`config.mk`:
```
export PLATFORM = sky130hd
export DESIGN_NAME = pgf_mul
export DESIGN_NICKNAME = d
export VERILOG_FILES = /design/src/design/pairwise_gravity_force_macros.svh /design/src/design/pgf_pkg.sv /design/src/design/pgf_mul.sv
export SDC_FILE = /design/constraint.sdc
export NUM_CORES = 2
export LEC_CHECK = 0
export BUFFER_PORTS_ARGS = -buffer_cell sky130_fd_sc_hd__clkbuf_2
export CORE_MARGIN = 5
export CORE_UTILIZATION = 55
export CTS_BUF_LIST = sky130_fd_sc_hd__clkbuf_8 sky130_fd_sc_hd__clkbuf_16
export DETAILED_ROUTE_END_ITERATION = 7
export PLACE_DENSITY = 0.76
export SLEW_MARGIN = 20
export SYNTH_ARGS = -nofsm -noshare
export SYNTH_HDL_FRONTEND = slang
export SYNTH_SLANG_ARGS = --single-unit
```
`constraint.sdc`:
```
create_clock -name clk_i -period 10.81 [get_ports clk_i]
set_input_delay 2.162 -clock clk_i [delete_from_list [all_inputs] [get_ports clk_i]]
set_output_delay 2.162 -clock clk_i [all_outputs]
set_load 0.005 [all_outputs]
```
`src/design/pairwise_gravity_force_macros.svh`:
```
// Assertion macros for the pairwise gravity force block.
`ifndef PAIRWISE_GRAVITY_FORCE_MACROS_SVH
`define PAIRWISE_GRAVITY_FORCE_MACROS_SVH

// Same-cycle implication, disabled during reset.
`define PGF_ASSERT_NOW(label, clk, rstn, ante, cons) \
  label: assert property (@(posedge clk) disable iff (!(rstn)) (ante) |-> (cons)) \
    else $error("pairwise_gravity_force: same-cycle check failed");

// Next-cycle implication, disabled during reset.
`define PGF_ASSERT_NEXT(label, clk, rstn, ante, cons) \
  label: assert property (@(posedge clk) disable iff (!(rstn)) (ante) |=> (cons)) \
    else $error("pairwise_gravity_force: next-cycle check failed");

`endif

```
`src/design/pgf_pkg.sv`:
```
// Shared constants for the pairwise gravity force block.
package pgf_pkg;

  localparam int unsigned CoordWidth  = 32;
  localparam int unsigned MassW       = 32;
  localparam int unsigned GravW       = 32;
  localparam int unsigned ForceW      = 48;
  localparam int unsigned DigitW      = 16;
  localparam int unsigned TooCloseExp = 24;
  localparam logic [GravW-1:0] GravReset = 32'h0100_0000;

endpackage

```
`src/design/pgf_mul.sv`:
```
// Digit-serial multiplier row: one 16-bit digit of b per cell, operands ride along.
module pgf_mul #(
  parameter int unsigned AW = 32,
  parameter int unsigned BW = 32,
  parameter int unsigned TW = 1
) (
  input  logic             clk_i,
  input  logic             rst_ni,
  input  logic             valid_i,
  input  logic [AW-1:0]    a_i,
  input  logic [BW-1:0]    b_i,
  input  logic [TW-1:0]    tag_i,
  output logic             valid_o,
  output logic [AW+BW-1:0] p_o,
  output logic [TW-1:0]    tag_o
);

  localparam int unsigned DW = pgf_pkg::DigitW;
  localparam int unsigned ND = (BW + DW - 1) / DW;
  localparam int unsigned BP = ND * DW;
  localparam int unsigned PW = AW + BW;

  logic          v_q   [ND];
  logic [AW-1:0] a_q   [ND];
  logic [BP-1:0] b_q   [ND];
  logic [PW-1:0] acc_q [ND];
  logic [TW-1:0] tag_q [ND];

  for (genvar k = 0; k < ND; k++) begin : g_cell
    logic             v_in;
    logic [AW-1:0]    a_in;
    logic [BP-1:0]    b_in;
    logic [PW-1:0]    acc_in;
    logic [TW-1:0]    tag_in;
    logic [AW+DW-1:0] pp;

    if (k == 0) begin : g_head
      assign v_in   = valid_i;
      assign a_in   = a_i;
      assign b_in   = BP'(b_i);
      assign acc_in = '0;
      assign tag_in = tag_i;
    end else begin : g_link
      assign v_in   = v_q[k-1];
      assign a_in   = a_q[k-1];
      assign b_in   = b_q[k-1];
      assign acc_in = acc_q[k-1];
      assign tag_in = tag_q[k-1];
    end

    assign pp = a_in * b_in[k*DW +: DW];

    always_ff @(posedge clk_i or negedge rst_ni) begin
      if (!rst_ni) begin
        v_q[k] <= 1'b0;
      end else begin
        v_q[k] <= v_in;
      end
    end

    always_ff @(posedge clk_i) begin
      a_q[k]   <= a_in;
      b_q[k]   <= b_in;
      acc_q[k] <= acc_in + (PW'(pp) << (k * DW));
      tag_q[k] <= tag_in;
    end
  end

  assign valid_o = v_q[ND-1];
  assign p_o     = acc_q[ND-1];
  assign tag_o   = tag_q[ND-1];

endmodule

```
==> flow_summary_export.csv <==
group,metric,value,unit
synth,synth_top_family_by_area,"adder cells",
sta,tns,0,ns
global_route,grt_overflow,0,
synth,syn-cell-area,0.0379,mm²
sta,setup_violations,0,
floorplan,initial_core_util,55.3,%
global_route,grt.busiest_layer,"met2",
critical_path,path_class,"reg -> reg",
floorplan,die-width,272,µm
sta,finalCriticalPeriod,9.17,ns
clocking,cts_max_path_buffers,2,
drt,via_per_inst,5.52,
synth,synth_edf_count,0,
synth,ys_ff_latch,164,
synth,synth-simple-area-share,16.6,%
critical_path,worstSetupStartpointType,"flop",
drt,postRouteAntennaNets,0,
synth,synthFlopType,"dfxtp_1",
clocking,clock-sinks,164,
sta,fin_skew,0.0196,ns
clocking,cts_tree,"yes",
synth,synth_compound_area_share,6.51,%
layout,regArea,0.00329,mm²
place,portBuffers,133,
clocking,numCtsBuffers,17,
sta,rsz0062_at_grt,"no",
synth,avgSynthCellArea,8.96,µm²
sta,max_freq,0.109,GHz
drt,first_pass_iters,7,
critical_path,worstPathMaxFanout,23,
layout,nFillCells,5973,
drt,avgRoutedWirePerCell,18.7,µm
clocking,cts_setup_buffers,0,
synth,async_flop_share,1.22,%
global_route,grt_max_degree,33,
sta,fin_crit_sh,84.8,%
global_route,track_usage,26.6,%
sta,tightest_slew,1.03,ns
floorplan,rows,96,
drt,first_iter_violations,1965,
global_route,grt_antenna_before_repair,2,
clocking,cts-htree-levels,4,
floorplan,dieArea,0.0742,mm²
critical_path,endpoint_kind,"flop",
global_route,grt_util_met3,6.98,%
layout,num_antenna_cells,0,
clocking,clk_pin_slew,0.08,ns
layout,multi_input_area,0.0300,mm²
layout,layout-drive-gt1-share,5.54,%
clocking,clock-root-buffer,"clkbuf_16",
global_route,grt_pass1_wl,159000,µm
critical_path,cp.required,11.14,ns
floorplan,coreArea,0.0685,mm²
critical_path,worstPathArrival,9.50,ns
place,dpl.hpwl,75300,µm
job,drv_cap,0,
drt,drc,0,
synth,synth.distinct_cells,87,
run_status,outcome,"completed",
floorplan,die_y,272,µm
synth,yosys.area_share.adder,53.3,%
min_path,hp-class,"reg -> reg",
clocking,clk_latency,0.47,ns
global_route,gr-usage-met1,36.8,%
place,place.gp.congestion,0.932,
synth,synth_warnings,0,
synth,synth_nets,5405,
clocking,cts-hold-fix-buffers,0,
global_route,grt_pass1_vias,30066,
global_route,met2_usage,42.4,%
sta,finalHoldViolations,0,
layout,syn_to_final_growth,3.37,%
drt,num_vias,27876,
clocking,post_cts_resized,0,
synth,syn_inst,4226,
sta,slew_violations,0,
drt,routed_wl,94400,µm
synth,synthXorXnorAreaFrac,2.87,%
synth,synthMuxAreaShare,0,%
layout,fin_nets,5332,
synth,seq_area_frac_synth,8.70,%
sta,max-slew-margin-rel,30.9,%
floorplan,ioPinCount,134,
critical path: stages (launching register included):
cell and delay [ns]:
dfxtp_1 1.00, nand2_1 0.20, fa_1 0.56, fa_1 0.57, fa_1 0.46, fa_1 0.55, inv_1 0.05, fa_1 0.50
fa_1 0.46, ha_1 0.37, a21oi_1 0.30, nand4_1 0.20, o211ai_4 0.32, o21ai_0 0.22, xor2_1 0.20, ha_1 0.39
a21o_1 0.23, a21oi_1 0.13, o21ai_0 0.11, a221oi_1 0.76, o21bai_1 0.23, o311a_1 0.38, o221a_2 0.28, a31o_2 0.28
nand2_1 0.07, nor2_1 0.06, xor2_1 0.15
routing by layer:
metal / vias to the layer above / part of all wire (%)
met3: 166 / 10
li1: 12413 / -
met5: - / 0.015
met2: 1250 / 46
met1: 14045 / 41
met4: 2 / 2.3
through the flow:
step	cells	area, µm²	util, %	worst slack (ns)	hold slack (ns)
3_3_place_gp	5016	38500	56.3	1.64	0.310
3_5_place_dp	5016	38500	56.3	1.50	0.316
6_report	5048	39100	57.2	1.64	0.328
2_1_floorplan	4226	37900	-	2.37	0.310
4_1_cts	5048	39100	57.2	1.70	0.328
5_1_grt	5048	39100	57.2	1.26	0.333
area by class of cell:
cell class | instances | area share [%]
Multi-Input combinational cell | 2934 | 76.7
Inverter | 881 | 8.45
Sequential cell | 164 | 8.42
Tap cell | 882 | 2.82
Timing Repair Buffer | 155 | 2.12
Clock buffer | 17 | 1.09
Clock inverter | 15 | 0.438
worst paths after layout:
kind | startpoint | to | slack, ns | cells after the start
hold / removal | acc_q[0][4]$_DFF_P_ | acc_q[0][68]$_DFF_P_ | 0.33 | 0
setup / recovery | b_q[0][17]$_DFF_P_ | acc_q[0][125]$_DFF_P_ | 1.64 | 26
min in group asynchronous | rst_ni | valid_o$_DFF_PN0_ | 1.47 | 1
setup reg to reg | b_q[0][17]$_DFF_P_ | acc_q[0][125]$_DFF_P_ | 1.64 | 26
max in group asynchronous | rst_ni | g_cell[1].v_in$_DFF_PN0_ | 9.24 | 1
hold reg to reg | acc_q[0][4]$_DFF_P_ | acc_q[0][68]$_DFF_P_ | 0.33 | 0
state kept, by name (all words and copies together), names as in the netlist:
register and count:
valid_o 1, acc_q 112, b_q 16, a_q 32, g_cell.v_in 1, tag_q 2
cells in the mapped netlist (7+ instances only):
cell	number	area [µm²]
a21o_1	53	398
inv_1	881	3310
o21bai_1	12	90.1
fa_1	837	16800
buf_4	65	488
xor2_1	42	368
a221o_1	7	70.1
o211ai_1	12	90.1
a31oi_1	11	68.8
o21ai_0	63	315
dfxtp_1	162	3240
a211oi_1	12	90.1
nand4_1	22	138
o21a_1	15	113
xnor2_1	79	692
nor3_1	19	95.1
clkbuf_1	173	649
o31ai_1	8	60.1
and2_1	337	2110
and3_1	12	75.1
nor2_1	71	267
nand2_1	774	2910
nand2b_1	16	100
a21oi_1	113	566
nand3_1	25	125
nor2b_1	10	62.6
ha_1	274	3430
layout by cell type, fill, tap and decap left out, drive strengths merged, types with 4 or more instances in the layout:
master / instances
fa: 837
o31ai: 8
nand2: 775
a31o: 5
and2: 338
a21boi: 5
clkinvlp: 4
ha: 274
clkbuf: 150
o21ai: 67
xor2: 42
buf: 22
o211ai: 15
o21bai: 12
nand2b: 16
or2: 6
clkinv: 5
o21a: 15
or4: 4
and3: 14
or3: 5
xnor2: 80
a21o: 55
inv: 886
nor4: 7
nand3: 25
nor2b: 10
nor3: 21
nand4: 25
a221o: 7
a31oi: 11
a211oi: 13
nor2: 71
and4: 8
a21oi: 113
dfxtp: 162
o31a: 4
cell families after synthesis:
kind of cell | after synthesis
simple gates | 1333
buf+inv | 1128
fa+ha+maj | 1111
compound gates | 368
flops | 164
xor+xnor | 122
Power is left out: the tool's default activity adds up to more than one toggle a clock period on the data nets, which glitch-free logic cannot reach.
